[config.mk]
export PLATFORM = sky130hd
export DESIGN_NAME = eeprom_transfer_planner_core
export DESIGN_NICKNAME = d
export VERILOG_FILES = /design/src/rtl/etp_pkg.sv /design/src/rtl/etp_ctrl.sv /design/src/rtl/etp_dp.sv /design/src/rtl/eeprom_transfer_planner_core.sv
export SDC_FILE = /design/constraint.sdc
export NUM_CORES = 1
export LEC_CHECK = 0
export ABC_AREA = 1
export BUFFER_PORTS_ARGS = -buffer_cell sky130_fd_sc_hd__buf_2
export CAP_MARGIN = 25
export CELL_PAD_IN_SITES_DETAIL_PLACEMENT = 0
export CELL_PAD_IN_SITES_GLOBAL_PLACEMENT = 1
export CORE_ASPECT_RATIO = 0.7
export CORE_MARGIN = 4
export CORE_UTILIZATION = 47
export CTS_CLUSTER_SIZE = 14
export DETAILED_ROUTE_END_ITERATION = 8
export GPL_TIMING_DRIVEN = 0
export PLACE_DENSITY_LB_ADDON = 0.1
export SYNTH_ARGS = -nofsm -noshare
export SYNTH_HDL_FRONTEND = slang
export SYNTH_HIERARCHICAL = 1
export SYNTH_SLANG_ARGS = --single-unit
[constraint.sdc]
create_clock -name clk_i -period 8.2 [get_ports clk_i]
set_input_delay 1.23 -clock clk_i [delete_from_list [all_inputs] [get_ports clk_i]]
set_output_delay 1.23 -clock clk_i [all_outputs]
set_load 0.005 [all_outputs]
[src/rtl/etp_pkg.sv]
// Package for the EEPROM transfer planner: default sizes, request codes,
// and the command/status structs between controller and datapath.
// Depends on nothing; every RTL file of the block imports it.
`default_nettype none

package etp_pkg;

  // Default geometry of the attached memory and the request bound.
  localparam int unsigned MemBytesDef   = 65536;
  localparam int unsigned PageBytesDef  = 64;
  localparam int unsigned MaxRequestDef = 2048;

  // Fixed field widths.
  localparam int unsigned ReqTypeW = 3;
  localparam int unsigned OffsetW  = 17;
  localparam int unsigned CountW   = 12;
  localparam int unsigned AddrW    = 16;

  // Request type codes.
  localparam logic [ReqTypeW-1:0] ReqSeekSet = 3'd0;
  localparam logic [ReqTypeW-1:0] ReqSeekCur = 3'd1;
  localparam logic [ReqTypeW-1:0] ReqSeekEnd = 3'd2;
  localparam logic [ReqTypeW-1:0] ReqWrite   = 3'd3;
  localparam logic [ReqTypeW-1:0] ReqRead    = 3'd4;

  // Result status codes.
  localparam logic StatusOk    = 1'b0;
  localparam logic StatusFault = 1'b1;

  // Commands from the controller to the datapath.
  typedef struct packed {
    logic load_req;  // capture the request fields
    logic plan;      // evaluate the request and update the position
    logic step;      // present one result and advance to the next chunk
  } etp_cmd_t;

  // Status from the datapath to the controller.
  typedef struct packed {
    logic last;      // the result presented now is the final one
  } etp_sts_t;

endpackage

`default_nettype wire

[src/rtl/etp_ctrl.sv]
// Controller of the EEPROM transfer planner: sequences accept, plan and
// the emission of results. Depends on etp_pkg.
`default_nettype none

module etp_ctrl (
  input  wire              clk_i,
  input  wire              rst_ni,
  input  wire              start_i,
  output logic             busy_o,
  output logic             result_valid_o,
  output etp_pkg::etp_cmd_t cmd_o,
  input  etp_pkg::etp_sts_t sts_i
);
  import etp_pkg::*;

  localparam logic [1:0] StIdle = 2'd0;
  localparam logic [1:0] StPlan = 2'd1;
  localparam logic [1:0] StEmit = 2'd2;

  logic [1:0] state_q, state_d;
  logic       accept;

  // A new item may enter while the final result of the previous one is shown.
  assign busy_o         = !((state_q == StIdle) || ((state_q == StEmit) && sts_i.last));
  assign accept         = start_i && !busy_o;
  assign result_valid_o = (state_q == StEmit);

  assign cmd_o.load_req = accept;
  assign cmd_o.plan     = (state_q == StPlan);
  assign cmd_o.step     = (state_q == StEmit);

  always_comb begin
    state_d = state_q;
    unique case (state_q)
      StIdle: begin
        if (accept) state_d = StPlan;
      end
      StPlan: begin
        state_d = StEmit;
      end
      StEmit: begin
        if (sts_i.last) begin
          state_d = accept ? StPlan : StIdle;
        end
      end
      default: begin
        state_d = StIdle;
      end
    endcase
  end

  always_ff @(posedge clk_i or negedge rst_ni) begin
    if (!rst_ni) begin
      state_q <= StIdle;
    end else begin
      state_q <= state_d;
    end
  end

`ifndef SYNTHESIS
  a_load_then_plan : assert property (@(posedge clk_i) disable iff (!rst_ni)
    cmd_o.load_req |=> cmd_o.plan)
    else $error("accepted item was not planned in the next cycle");

  a_plan_then_emit : assert property (@(posedge clk_i) disable iff (!rst_ni)
    cmd_o.plan |=> (result_valid_o && busy_o == !sts_i.last))
    else $error("planning was not followed by a result");

  a_emit_continues : assert property (@(posedge clk_i) disable iff (!rst_ni)
    (cmd_o.step && !sts_i.last) |=> cmd_o.step)
    else $error("results of one item stopped before the last one");
`endif

endmodule

`default_nettype wire

[src/rtl/etp_dp.sv]
// Datapath of the EEPROM transfer planner: request registers, position,
// page split register, seek and clamp arithmetic and the chunk walker.
// Depends on etp_pkg.
`default_nettype none

module etp_dp #(
  parameter int unsigned MEM_BYTES   = etp_pkg::MemBytesDef,
  parameter int unsigned PAGE_BYTES  = etp_pkg::PageBytesDef,
  parameter int unsigned MAX_REQUEST = etp_pkg::MaxRequestDef
) (
  input  wire                                clk_i,
  input  wire                                rst_ni,
  input  etp_pkg::etp_cmd_t                  cmd_i,
  output etp_pkg::etp_sts_t                  sts_o,
  input  wire                                cfg_we_i,
  input  wire                                cfg_wdata_i,
  input  wire  [etp_pkg::ReqTypeW-1:0]       req_type_i,
  input  wire  signed [etp_pkg::OffsetW-1:0] offset_i,
  input  wire  [etp_pkg::CountW-1:0]         count_i,
  output logic                               status_o,
  output logic [etp_pkg::CountW-1:0]         granted_count_o,
  output logic [etp_pkg::AddrW-1:0]          chunk_address_o,
  output logic [etp_pkg::CountW-1:0]         chunk_length_o,
  output logic                               chunk_is_write_o,
  output logic [etp_pkg::AddrW-1:0]          new_position_o,
  output logic                               last_o
);
  import etp_pkg::*;

  localparam int unsigned TgtW  = OffsetW + 1;
  localparam int unsigned PageW = $clog2(PAGE_BYTES);
  localparam logic [AddrW-1:0]        MemLast = AddrW'(MEM_BYTES - 1);
  localparam logic signed [TgtW-1:0]  MemSz   = TgtW'(MEM_BYTES);
  localparam logic [AddrW:0]          MemSum  = (AddrW+1)'(MEM_BYTES);
  localparam logic [CountW-1:0]       MaxReq  = CountW'(MAX_REQUEST);
  localparam logic [PageW:0]          PageSz  = (PageW+1)'(PAGE_BYTES);

  // Request registers.
  logic [ReqTypeW-1:0]       req_type_q;
  logic signed [OffsetW-1:0] offset_q;
  logic [CountW-1:0]         count_q;

  // Control state.
  logic             split_en_q;
  logic [AddrW-1:0] position_q, position_d;

  // Result registers.
  logic              status_q, status_d;
  logic [CountW-1:0] granted_q, granted_d;
  logic [AddrW-1:0]  addr_q, addr_d;
  logic [CountW-1:0] left_q, left_d;
  logic              wr_q, wr_d;
  logic              split_q, split_d;
  logic              rw_q, rw_d;

  // Plan arithmetic.
  logic signed [TgtW-1:0] target;
  logic                   target_ok;
  logic [AddrW:0]         end_sum;
  logic [CountW-1:0]      grant;

  // Chunk walker.
  logic [PageW:0]    room;
  logic [CountW-1:0] len;

  always_comb begin
    unique case (req_type_q)
      ReqSeekCur: target = TgtW'(signed'({1'b0, position_q})) + TgtW'(offset_q);
      ReqSeekEnd: target = TgtW'(signed'({1'b0, MemLast})) + TgtW'(offset_q);
      default:    target = TgtW'(offset_q);
    endcase
    target_ok = (target >= 0) && (target < MemSz);
    // A seek from the end only reaches the range for offsets in -(MEM-1)..0,
    // which is exactly what the range check of the sum accepts.

    end_sum = {1'b0, position_q} + (AddrW+1)'(count_q);
    if (end_sum >= MemSum) grant = CountW'(MemLast - position_q);
    else                   grant = count_q;
  end

  always_comb begin
    status_d   = StatusFault;
    granted_d  = '0;
    addr_d     = '0;
    left_d     = '0;
    wr_d       = 1'b0;
    split_d    = 1'b0;
    rw_d       = 1'b0;
    position_d = position_q;
    if ((req_type_q == ReqSeekSet) || (req_type_q == ReqSeekCur) ||
        (req_type_q == ReqSeekEnd)) begin
      if (target_ok) begin
        status_d   = StatusOk;
        position_d = target[AddrW-1:0];
      end
    end else if (((req_type_q == ReqWrite) || (req_type_q == ReqRead)) &&
                 (count_q <= MaxReq)) begin
      status_d   = StatusOk;
      rw_d       = 1'b1;
      wr_d       = (req_type_q == ReqWrite);
      split_d    = (req_type_q == ReqWrite) && split_en_q;
      granted_d  = grant;
      addr_d     = position_q;
      left_d     = grant;
      position_d = position_q + AddrW'(grant);
    end
  end

  // Only the first chunk of a split write can start inside a page.
  assign room = PageSz - {1'b0, addr_q[PageW-1:0]};
  assign len  = (split_q && (left_q > CountW'(room))) ? CountW'(room) : left_q;
  assign sts_o.last = (left_q == len);

  always_ff @(posedge clk_i or negedge rst_ni) begin
    if (!rst_ni) begin
      position_q <= '0;
      split_en_q <= 1'b1;
    end else begin
      if (cfg_we_i) split_en_q <= cfg_wdata_i;
      if (cmd_i.plan) position_q <= position_d;
    end
  end

  always_ff @(posedge clk_i) begin
    if (cmd_i.load_req) begin
      req_type_q <= req_type_i;
      offset_q   <= offset_i;
      count_q    <= count_i;
    end
    if (cmd_i.plan) begin
      status_q  <= status_d;
      granted_q <= granted_d;
      addr_q    <= addr_d;
      left_q    <= left_d;
      wr_q      <= wr_d;
      split_q   <= split_d;
      rw_q      <= rw_d;
    end else if (cmd_i.step) begin
      addr_q <= addr_q + AddrW'(len);
      left_q <= left_q - len;
    end
  end

  assign status_o         = status_q;
  assign granted_count_o  = granted_q;
  assign chunk_address_o  = addr_q;
  assign chunk_length_o   = len;
  assign chunk_is_write_o = wr_q;
  assign new_position_o   = position_q;
  assign last_o           = sts_o.last;

`ifndef SYNTHESIS
  a_fault_single : assert property (@(posedge clk_i) disable iff (!rst_ni)
    (cmd_i.step && status_q == StatusFault) |-> (len == '0 && sts_o.last))
    else $error("fault result carried a chunk or was not final");

  a_chunks_adjacent : assert property (@(posedge clk_i) disable iff (!rst_ni)
    (cmd_i.step && !sts_o.last) |=> (addr_q == $past(addr_q + AddrW'(len))))
    else $error("next chunk does not start where the previous one ended");

  a_end_matches_pos : assert property (@(posedge clk_i) disable iff (!rst_ni)
    (cmd_i.step && sts_o.last && rw_q) |-> (addr_q + AddrW'(len) == position_q))
    else $error("final chunk does not end at the new position");
`endif

endmodule

`default_nettype wire

[src/rtl/eeprom_transfer_planner_core.sv]
// Top level of the EEPROM transfer planner: controller plus datapath.
// Depends on etp_pkg, etp_ctrl and etp_dp.
`default_nettype none

// Usage.
// The block keeps a byte position into a serial EEPROM and plans transfers.
// An item (req_type_i, offset_i, count_i) is taken at a rising edge where
// start_i is high and busy_o is low. Seek items move the position; read and
// write items clamp their count at the end of memory, advance the position
// and emit transfer chunks. Writes are split at page boundaries while the
// page split register is set. Unknown types, seeks outside the memory and
// counts above MAX_REQUEST return one result with fault status.
// Each result is shown for exactly one cycle with result_valid_o high;
// last_o marks the final result of an item. The receiver cannot stall, so
// results are never held back.
// Timing: an accepted item passes through the planning state (seek range
// check or count clamp) and then through the emit state, which shows its
// results. Once an item is accepted, the block takes the next one only at
// the edge that ends its final result. A split write yields up to
// MAX_REQUEST/PAGE_BYTES + 1 results; seeks, reads, unsplit writes and
// faults yield one. The single chunk walker emits one chunk per cycle.
// Reset clears the position to zero and sets page splitting on. The page
// split register is written by cfg_we_i/cfg_wdata_i; the user must write it
// only while the block is idle, which the block itself does not enforce.
// PAGE_BYTES must be a power of two.

module eeprom_transfer_planner_core #(
  parameter int unsigned MEM_BYTES   = etp_pkg::MemBytesDef,
  parameter int unsigned PAGE_BYTES  = etp_pkg::PageBytesDef,
  parameter int unsigned MAX_REQUEST = etp_pkg::MaxRequestDef
) (
  input  wire                                clk_i,
  input  wire                                rst_ni,
  input  wire                                start_i,
  output logic                               busy_o,
  input  wire                                cfg_we_i,
  input  wire                                cfg_wdata_i,
  input  wire  [etp_pkg::ReqTypeW-1:0]       req_type_i,
  input  wire  signed [etp_pkg::OffsetW-1:0] offset_i,
  input  wire  [etp_pkg::CountW-1:0]         count_i,
  output logic                               result_valid_o,
  output logic                               status_o,
  output logic [etp_pkg::CountW-1:0]         granted_count_o,
  output logic [etp_pkg::AddrW-1:0]          chunk_address_o,
  output logic [etp_pkg::CountW-1:0]         chunk_length_o,
  output logic                               chunk_is_write_o,
  output logic [etp_pkg::AddrW-1:0]          new_position_o,
  output logic                               last_o
);
  import etp_pkg::*;

  etp_cmd_t cmd;
  etp_sts_t sts;

  // The controller decides when to capture, plan and step; it never looks
  // at the payload.
  etp_ctrl u_ctrl (
    .clk_i          (clk_i),
    .rst_ni         (rst_ni),
    .start_i        (start_i),
    .busy_o         (busy_o),
    .result_valid_o (result_valid_o),
    .cmd_o          (cmd),
    .sts_i          (sts)
  );

  // The datapath holds the position, evaluates the request and walks the
  // chunks of a split write one page at a time.
  etp_dp #(
    .MEM_BYTES   (MEM_BYTES),
    .PAGE_BYTES  (PAGE_BYTES),
    .MAX_REQUEST (MAX_REQUEST)
  ) u_dp (
    .clk_i            (clk_i),
    .rst_ni           (rst_ni),
    .cmd_i            (cmd),
    .sts_o            (sts),
    .cfg_we_i         (cfg_we_i),
    .cfg_wdata_i      (cfg_wdata_i),
    .req_type_i       (req_type_i),
    .offset_i         (offset_i),
    .count_i          (count_i),
    .status_o         (status_o),
    .granted_count_o  (granted_count_o),
    .chunk_address_o  (chunk_address_o),
    .chunk_length_o   (chunk_length_o),
    .chunk_is_write_o (chunk_is_write_o),
    .new_position_o   (new_position_o),
    .last_o           (last_o)
  );

endmodule

`default_nettype wire
== After elaboration in Yosys (flattened, before gate mapping) ==
Index checks and enable logic that the tools add are counted.

* Add/sub/neg operators: 8
* $mul: 0
* Div/mod/pow operators: 0
* Order comparisons: 5
* Eq/ne operators: 10
* Shifts and indexed selects: 0
* Mux-type cells: 21
* Bitwise gates (word level): 1
* Reduce and logical (&&, ||, !) cells: 18

{| class="wikitable"
|+ Operator list
! cell !! number
|-
| $mux W16 || 7
|-
| $mux W12 || 6
|-
| $pmux W18 S2 || 1
|-
| $add A16 B12 Y16 || 2
|-
| $add A17 B17 Y18 || 1
|-
| $add A17 B17 Y18 const A || 1
|-
| $ge A18 B1 Y1 const B || 1
|-
| $lt A18 B18 Y1 const B || 1
|-
| $add A16 B12 Y17 || 1
|-
| $ge A17 B17 Y1 const B || 1
|-
| $eq A12 B12 Y1 || 1
|-
| $gt A12 B7 Y1 || 1
|-
| $le A12 B12 Y1 const B || 1
|-
| $sub A12 B12 Y12 || 1
|-
| $sub A12 B12 Y12 const A || 1
|-
| $sub A7 B6 Y7 const A || 1
|-
| $eq A3 B2 Y1 const B || 2
|-
| $logic_and A1 B1 Y1 || 6
|-
| $ne A2 B1 Y1 const B || 3
|-
| $pmux W2 S3 || 1
|-
| $logic_or A1 B1 Y1 || 4
|-
| $mux W1 || 4
|-
| $mux W2 || 2
|-
| $reduce_bool A2 Y1 || 2
|-
| 11 further kinds || 11
|}

* Register bits: 94
* Bits in latches: 0
* Memory bits (writable): 0
* Memory bits (read-only): 0
* Bits of input ports: 37
* Output and inout port bits: 61
* Word-level logic and storage cells: 75
* Memories kept: 0

== Depth between registers and ports, before layout ==
Gate-level depths: netlist of the first run.

* Depth in word-level cells: 11
* Depth in mapped cells: 29

== Hierarchy ==
Netlist of the first run, hierarchy kept.

{| class="wikitable"
|+ By module, submodules not included
! module !! instances !! cells each !! area an instance (um^2) !! seq. area each (um^2)
|-
| etp_dp || 1 || 966 || 7279.5 || 2678.8
|-
| etp_ctrl || 1 || 18 || 126.4 || 50.0
|}

== Worst setup path after synthesis of the first run ==
Ideal clock, no wire load.

* Path type: reg2out
* From: reg u_dp.addr_q[1], in the netlist u_dp/chunk_address_o[1]
* To: out busy_o
* Arrival time: 3.642 ns
* Data required time: 6.970 ns
* Slack: 3.328 ns
* Cell stages (with the launch flop): 22
* Cells stage by stage: edfxtp_1 nor2_1 nand2_1 nor3_1 xor2_1 ha_1 nand2_1 nor2_1 nand2_1 nor2_1 nor2_1 nand2_2 buf_2 o21ai_0 inv_1 ha_1 nand2_1 nor4_1 buf_4 inv_1 nand2_1 nand2_1

* Cells in the longest elaborated chain, start to end: 8

{| class="wikitable"
|+ RTL lines
! element !! RTL line !! RTL
|-
| start, declared || etp_dp.sv:50 || <nowiki>logic [AddrW-1:0] addr_q, addr_d;</nowiki>
|-
| start signal, assigned || etp_dp.sv:133 || <nowiki>addr_q <= addr_d;</nowiki>
|-
| start signal, assigned || etp_dp.sv:139 || <nowiki>addr_q <= addr_q + AddrW'(len);</nowiki>
|-
| $sub A7 B6 Y7 (*) || etp_dp.sv:110 || <nowiki>assign room = PageSz - {1'b0, addr_q[PageW-1:0]};</nowiki>
|-
| $gt A12 B7 Y1 || etp_dp.sv:111 || <nowiki>assign len = (split_q && (left_q > CountW'(room))) ? CountW'(room) : left_q;</nowiki>
|-
| $logic_and A1 B1 Y1 || etp_dp.sv:111 ||
|-
| $mux W12 (*) || etp_dp.sv:111 ||
|-
| net chunk_length_o (one bit) || eeprom_transfer_planner_core.sv:45 || <nowiki>output logic [etp_pkg::CountW-1:0] chunk_length_o,</nowiki>
|-
| $eq A12 B12 Y1 (*) || etp_dp.sv:112 || <nowiki>assign sts_o.last = (left_q == len);</nowiki>
|-
| net last_o || eeprom_transfer_planner_core.sv:48 || <nowiki>output logic last_o</nowiki>
|-
| $logic_and A1 B1 Y1 (*) || etp_ctrl.sv:24 || <nowiki>assign busy_o = !((state_q == StIdle) || ((state_q == StEmit) && sts_i.last));</nowiki>
|-
| $logic_or A1 B1 Y1 (*) || etp_ctrl.sv:24 ||
|-
| $logic_not A1 Y1 (*) || etp_ctrl.sv:24 ||
|-
| end, declared || eeprom_transfer_planner_core.sv:35 || <nowiki>output logic busy_o,</nowiki>
|}

The timed path passes the listed nets; every way through them passes the cells marked *.

== Final worst setup path of the first run ==
* From: reg u_dp.addr_q[2], in the netlist u_dp/chunk_address_o[2]
* To: out busy_o

* Cells in the longest elaborated chain, start to end: 8

{| class="wikitable"
|+ RTL lines
! element !! RTL line !! RTL
|-
| $sub A7 B6 Y7 (*) || etp_dp.sv:110 ||
|-
| $gt A12 B7 Y1 || etp_dp.sv:111 ||
|-
| $logic_and A1 B1 Y1 || etp_dp.sv:111 ||
|-
| $mux W12 (*) || etp_dp.sv:111 ||
|-
| $eq A12 B12 Y1 (*) || etp_dp.sv:112 ||
|-
| net sts || eeprom_transfer_planner_core.sv:53 || <nowiki>etp_sts_t sts;</nowiki>
|-
| $logic_and A1 B1 Y1 (*) || etp_ctrl.sv:24 ||
|-
| $logic_or A1 B1 Y1 (*) || etp_ctrl.sv:24 ||
|-
| $logic_not A1 Y1 (*) || etp_ctrl.sv:24 ||
|}

Marked as above.

==> reports/qor.yml, run 1 <==
p_per_area_nw_per_um2: 441.3
rrSetupSlack_ps: 3020
multiInputGateArea_um2: 4144
fin_area_um2: 8447
cts_hold_buf: 0
clock-sinks: 94
gr-usage-all-layers_pct: 25.24
synth_seq_cells: 94
cts_tree: "done"
drv_slew: 0
clockPowerShare_pct: 11.6
ys.warnings.count: 6
ant_nets: 0
rows: 38
worstHoldPathCells: 2
r2r_start: "u_dp/chunk_address_o[2]"
dp.cells: 1281
min_from: "u_dp/split_en_q"
fmax_mhz: 165.8
syn_area_per_cell_um2: 7.526
wl_mm: 22.33
setup_viol: 0
grt_max_degree: 33
layout_common_cells: "nand2_1, buf_2, inv_1, nand3_1, nor2_1"
power_switching_mw: 1.859
finalHoldViolations: 0
vias: 7023
place_area_um2: 8142
ir_worst_vdd_v: 0.0002719
post_cts_resize_count: 0
ioPinCount: 98
synth-seq-area-share_pct: 36.85
post_cts_buffers: 0
critPathKind: "flip-flop to primary output"
synthArstFlopShare_pct: 20.21
path_buf_inv: 5
combPwrFrac_pct: 62.4
reg2reg_depth: 23
antenna_cells: 0
cts_buffer_depth: 2
path_max_fanout: 10
layout_commonest_cell: "nand2_1"
wl_per_cell_um: 17.22
sw_frac_of_total_pct: 49.87
drv_cap: 0
cts_root_buf: "clkbuf_16"
via_per_inst: 5.415
nNetsFinal: 1199
seq_power_share_pct: 26.0
antenna_found_initial: 0
die_h_um: 113.0
cp_top_family: "simple AND/OR/NAND/NOR gates"
regArea_um2: 2729
skew_ps: 9.239
path_clk_slew_ps: 80
dieWidth_um: 158.0
worst_r2r_endpoint: "u_dp/offset_q[15]"
cp_common_cell: "nand2_1"
start_kind: "flip-flop"
fin_cells: 1297
slowest_stage: "o21ai_0"
drive_above_1_share_pct: 14.68
whs_ps: 516.4
min_to: "u_dp/split_en_q"
grt_pass1_wl_mm: 35.07
gp_congestion: 0.9332
finalPower_mw: 3.728
drt_pre_antenna_iters: 7
first_global_vias: 6228
syn_nets: 1091
clk_latency_ps: 350
num-fill-cells: 1528
netlist_instances: 984
fin_crit_sh_pct: 73.55
rsz0062_at_grt: "false"
dr.first_iter.drc_count: 833
io_buffers: 97
cts_made_buffers: 9
synth_area_um2: 7406
arrival_ps: 4800
worst_pin_slew_ps: 757.3
power.static_leakage_nw: 4.195
dp_hpwl_mm: 18.10
die-area_um2: 17860
max_stage_delay_ps: 620
internal_power_mw: 1.869
syn_to_final_growth_pct: 14.06
end_kind: "primary output"
setup-tns-final_ps: 0
overflow: 0
required_ps: 6970
synthFlopType: "edfxtp_1"
synth_edf_count: 75
start_util_pct: 47.93
status: "finished clean"
period_needed_ps: 6031
path_cells: "nor2_1, nand2_1, nor3_1, xor2_1, ha_1, nand2_1, nor2_1, nand2_1, nor2_1, nor2_1, nand2_2, buf_2, o21ai_0, inv_1, ha_1, nand2_1, nor4_1, buf_4, inv_1, nand2_1, nand2_1, buf_2"
min_path_type: "flip-flop to flip-flop"
synth.distinct_cells: 44
htreeDepth: 3
drc: 0
relSlewSlack_pct: 48.98
fp.coreArea_um2: 15450
## power by group through the flow
stage,Combinational [mW],Clock [mW],Sequential [mW]
6_report,2.33,0.433,0.968
5_1_grt,2.65,0.457,0.995
4_1_cts,2.30,0.443,0.969
3_5_place_dp,2.28,0,0.977
3_3_place_gp,2.27,0,0.977
2_1_floorplan,1.66,0,0.926
## worst max-delay path by stage
stage	cells after the start	end	slack, ps	startpoint
global placement	22	busy_o	2560	u_dp/chunk_address_o[1]
floorplan	21	busy_o	3330	u_dp/chunk_address_o[1]
global route	22	busy_o	1680	u_dp/chunk_address_o[1]
detailed placement	22	busy_o	2590	u_dp/chunk_address_o[1]
CTS	22	busy_o	2170	u_dp/chunk_address_o[1]
finish	22	busy_o	2170	u_dp/chunk_address_o[2]
## synthesized netlist by cell type (9+ instances only)
cell type / number / area share, %
nand3_1: 94 / 6.4
o21ai_0: 47 / 3.2
edfxtp_1: 75 / 30
inv_1: 100 / 5.1
nor2_1: 76 / 3.9
ha_1: 66 / 11
xor2_1: 12 / 1.4
nand3b_1: 9 / 0.91
dfrtp_1: 18 / 6.1
a21oi_1: 61 / 4.1
nand2_1: 302 / 15
xnor2_1: 9 / 1.1
## metal layers
metal / vias to the layer above / routed length (um) / track usage [%]
met3: 10 / 2111 / 4.969
met1: 3193 / 11830 / 43.92
met5: - / 0 / 0
met4: 0 / 91 / 2.898
met2: 307 / 8297 / 32.10
li1: 3513 / - / -
## registers in the layout (all words and copies together), names as in the netlist
signal / count
u_dp/offset_q: 17
u_dp/chunk_address_o: 16
u_dp/new_position_o: 16
u_dp/count_q: 12
u_dp/granted_count_o: 12
u_dp/left_q: 12
u_dp/req_type_q: 3
u_ctrl/state_q: 2
u_dp/chunk_is_write_o: 1
u_dp/split_en_q: 1
u_dp/split_q: 1
u_dp/status_o: 1
## tightest hold or removal path, stage by stage (launching register included)
cell and delay, ps:
dfstp_2 360, inv_1 70, o21ai_0 80
## stage by stage
step           utilization [%]  worst slack (ps)
6_report                 54.66              2169
5_1_grt                  54.66              1682
4_1_cts                  54.66              2166
3_5_place_dp             52.69              2586
3_3_place_gp             52.69              2558
2_1_floorplan                -              3328
## logic make-up after synthesis
logic type,count (synthesis),synth area share (%)
buffers and inverters,129,7.197
xor gates and xnor gates,21,2.484
adders and majority gates,70,12.23
DFF,94,36.85
and+or+nand+nor,524,30.34
AOI/OAI and AO/OA,146,10.90
## cell type report
cell class / instances / share of cell area [%]
Buffer: 23 / 1.600
Clock buffer: 9 / 2.666
Clock inverter: 7 / 0.9480
Inverter: 106 / 4.710
Multi-Input combinational cell: 761 / 49.06
Sequential cell: 94 / 32.31
Tap cell: 200 / 2.963
Timing Repair Buffer: 97 / 5.747
No activity file was read; power rests on OpenSTA's default activity.
==> run 2, diff against run 1 <==
CORE_UTILIZATION = 43   (was 47)
clock period = 5.7 ns   (was 8.2 ns; I/O delays follow)
==> run 2 against run 1 <==
  * Global-route usage is 1.5 points lower
  * Clock skew is 5.4 ps higher
  * Largest cell class unchanged
  * Register-to-register slack worse by 2100 ps
  * Clock power rose by 48%
  * Critical endpoint unchanged
  * First-iteration DRC count shrank 17%
  * Worst setup slack worse by 1700 ps
  * Critical path depth unchanged
  * Sequential cell count stayed put
  * Final area up 0.68%
  * Via count shrank 1.0%
==> reports/qor.yml, run 2 (synthesis gave the netlist of run 1 again) <==
via_per_inst: 5.258
multiInputGateArea_um2: 4163
critPathKind: "flip-flop to primary output"
antenna_found_initial: 0
post_cts_resize_count: 0
layout_common_cells: "nand2_1, buf_2, inv_1, nand3_1, nor2_1"
fin_area_um2: 8504
finalHoldViolations: 0
overflow: 0
period_needed_ps: 5231
status: "finished clean"
regMostFlops: "u_dp/offset_q"
drc: 0
drive_above_1_share_pct: 14.86
path_max_fanout: 10
clock-sinks: 94
fin_crit_sh_pct: 91.77
finalPower_mw: 5.427
end_kind: "primary output"
start_util_pct: 44.64
cts_tree: "done"
wl_per_cell_um: 17.25
dp.cells: 1306
setup-tns-final_ps: 0
start_kind: "flip-flop"
gp_congestion: 0.9197
ioPinCount: 98
htreeDepth: 3
cts_root_buf: "clkbuf_16"
regArea_um2: 2729
first_global_vias: 6254
io_buffers: 97
gr-usage-all-layers_pct: 23.75
min_path_type: "input pin to async pin"
largest_reg_flops: 17
cts_made_buffers: 9
drv_slew: 0
drv_cap: 0
grt_pass1_wl_mm: 35.67
rrSetupSlack_ps: 890
fmax_mhz: 191.2
relSlewSlack_pct: 47.76
fin_cells: 1322
cts_hold_buf: 0
worst_pin_slew_ps: 783.6
power.static_leakage_nw: 4.210
fp.coreArea_um2: 16590
die-area_um2: 19420
vias: 6951
wl_mm: 22.81
p_per_area_nw_per_um2: 638.2
required_ps: 4850
whs_ps: 452.2
arrival_ps: 4380
rsz0062_at_grt: "false"
place_area_um2: 8173
path_clk_slew_ps: 80
syn_to_final_growth_pct: 14.83
dp_hpwl_mm: 18.44
dr.first_iter.drc_count: 690
dieWidth_um: 164.9
ant_nets: 0
drt_pre_antenna_iters: 5
cts_buffer_depth: 2
nNetsFinal: 1199
antenna_cells: 0
rows: 39
ir_worst_vdd_v: 0.0003290
post_cts_buffers: 0
clk_latency_ps: 360
setup_viol: 0
die_h_um: 117.8
grt_max_degree: 33
num-fill-cells: 1704
skew_ps: 14.68
layout_commonest_cell: "nand2_1"
## run 2: worst paths after layout
kind	from	end	cells past startpoint
setup / recovery	u_dp/chunk_address_o[1]	busy_o	22
hold / removal	rst_ni	u_dp/new_position_o[11]	1
setup reg to reg	u_dp/chunk_address_o[1]	u_dp/chunk_address_o[10]	25
hold reg to reg	u_dp/split_en_q	u_dp/split_en_q	2
max in group asynchronous	rst_ni	u_dp/split_en_q	1
min in group clk_i	u_dp/split_en_q	u_dp/split_en_q	2
## run 2: area by class of cell
| class | count | area share (%) |
|---|---|---|
| tap | 225 | 3.310 |
| clock inverter | 7 | 1.030 |
| multi-input combinational | 761 | 48.95 |
| timing repair buffer | 97 | 5.708 |
| buffer | 23 | 1.589 |
| sequential | 94 | 32.09 |
| clock buffer | 9 | 2.648 |
| inverter | 106 | 4.679 |
## run 2: worst max-delay path, stage by stage (launching register included)
cell and delay (ps):
edfxtp_1 500, nor2_1 140, nand2_1 100, nor3_1 210, xor2_1 210, ha_1 290, a21oi_1 150, nor2_1 70
nor2_1 80, nand2_1 100, nand2_2 200, buf_2 270, nand2_1 60, o21ai_0 150, inv_1 80, ha_1 400
nand4_1 210, nor4_4 330, buf_4 160, inv_1 40, nand2_1 50, nand2_1 70, buf_2 130
## run 2: stage by stage
stage               utilization (%)  setup slack [ps]
floorplan                         -              1203
global placement              49.26             436.3
detailed placement            49.26             457.4
CTS                           51.15             35.53
global route                  51.26             21.74
finish                        51.26             469.0
## run 2: where the power goes
| part | internal, mW | total (mW) | switching (mW) |
|---|---|---|---|
| clock | 0.351 | 0.640 | 0.289 |
| combinational | 1.25 | 3.39 | 2.15 |
| sequential | 1.13 | 1.39 | 0.262 |
## run 2: metal layers
layer	global-route usage [%]	vias up	wire (um)
li1	-	3519	-
met1	41.21	3135	12270
met2	28.94	285	8251
met3	5.355	12	2119
met4	3.896	0	167
met5	0	-	0
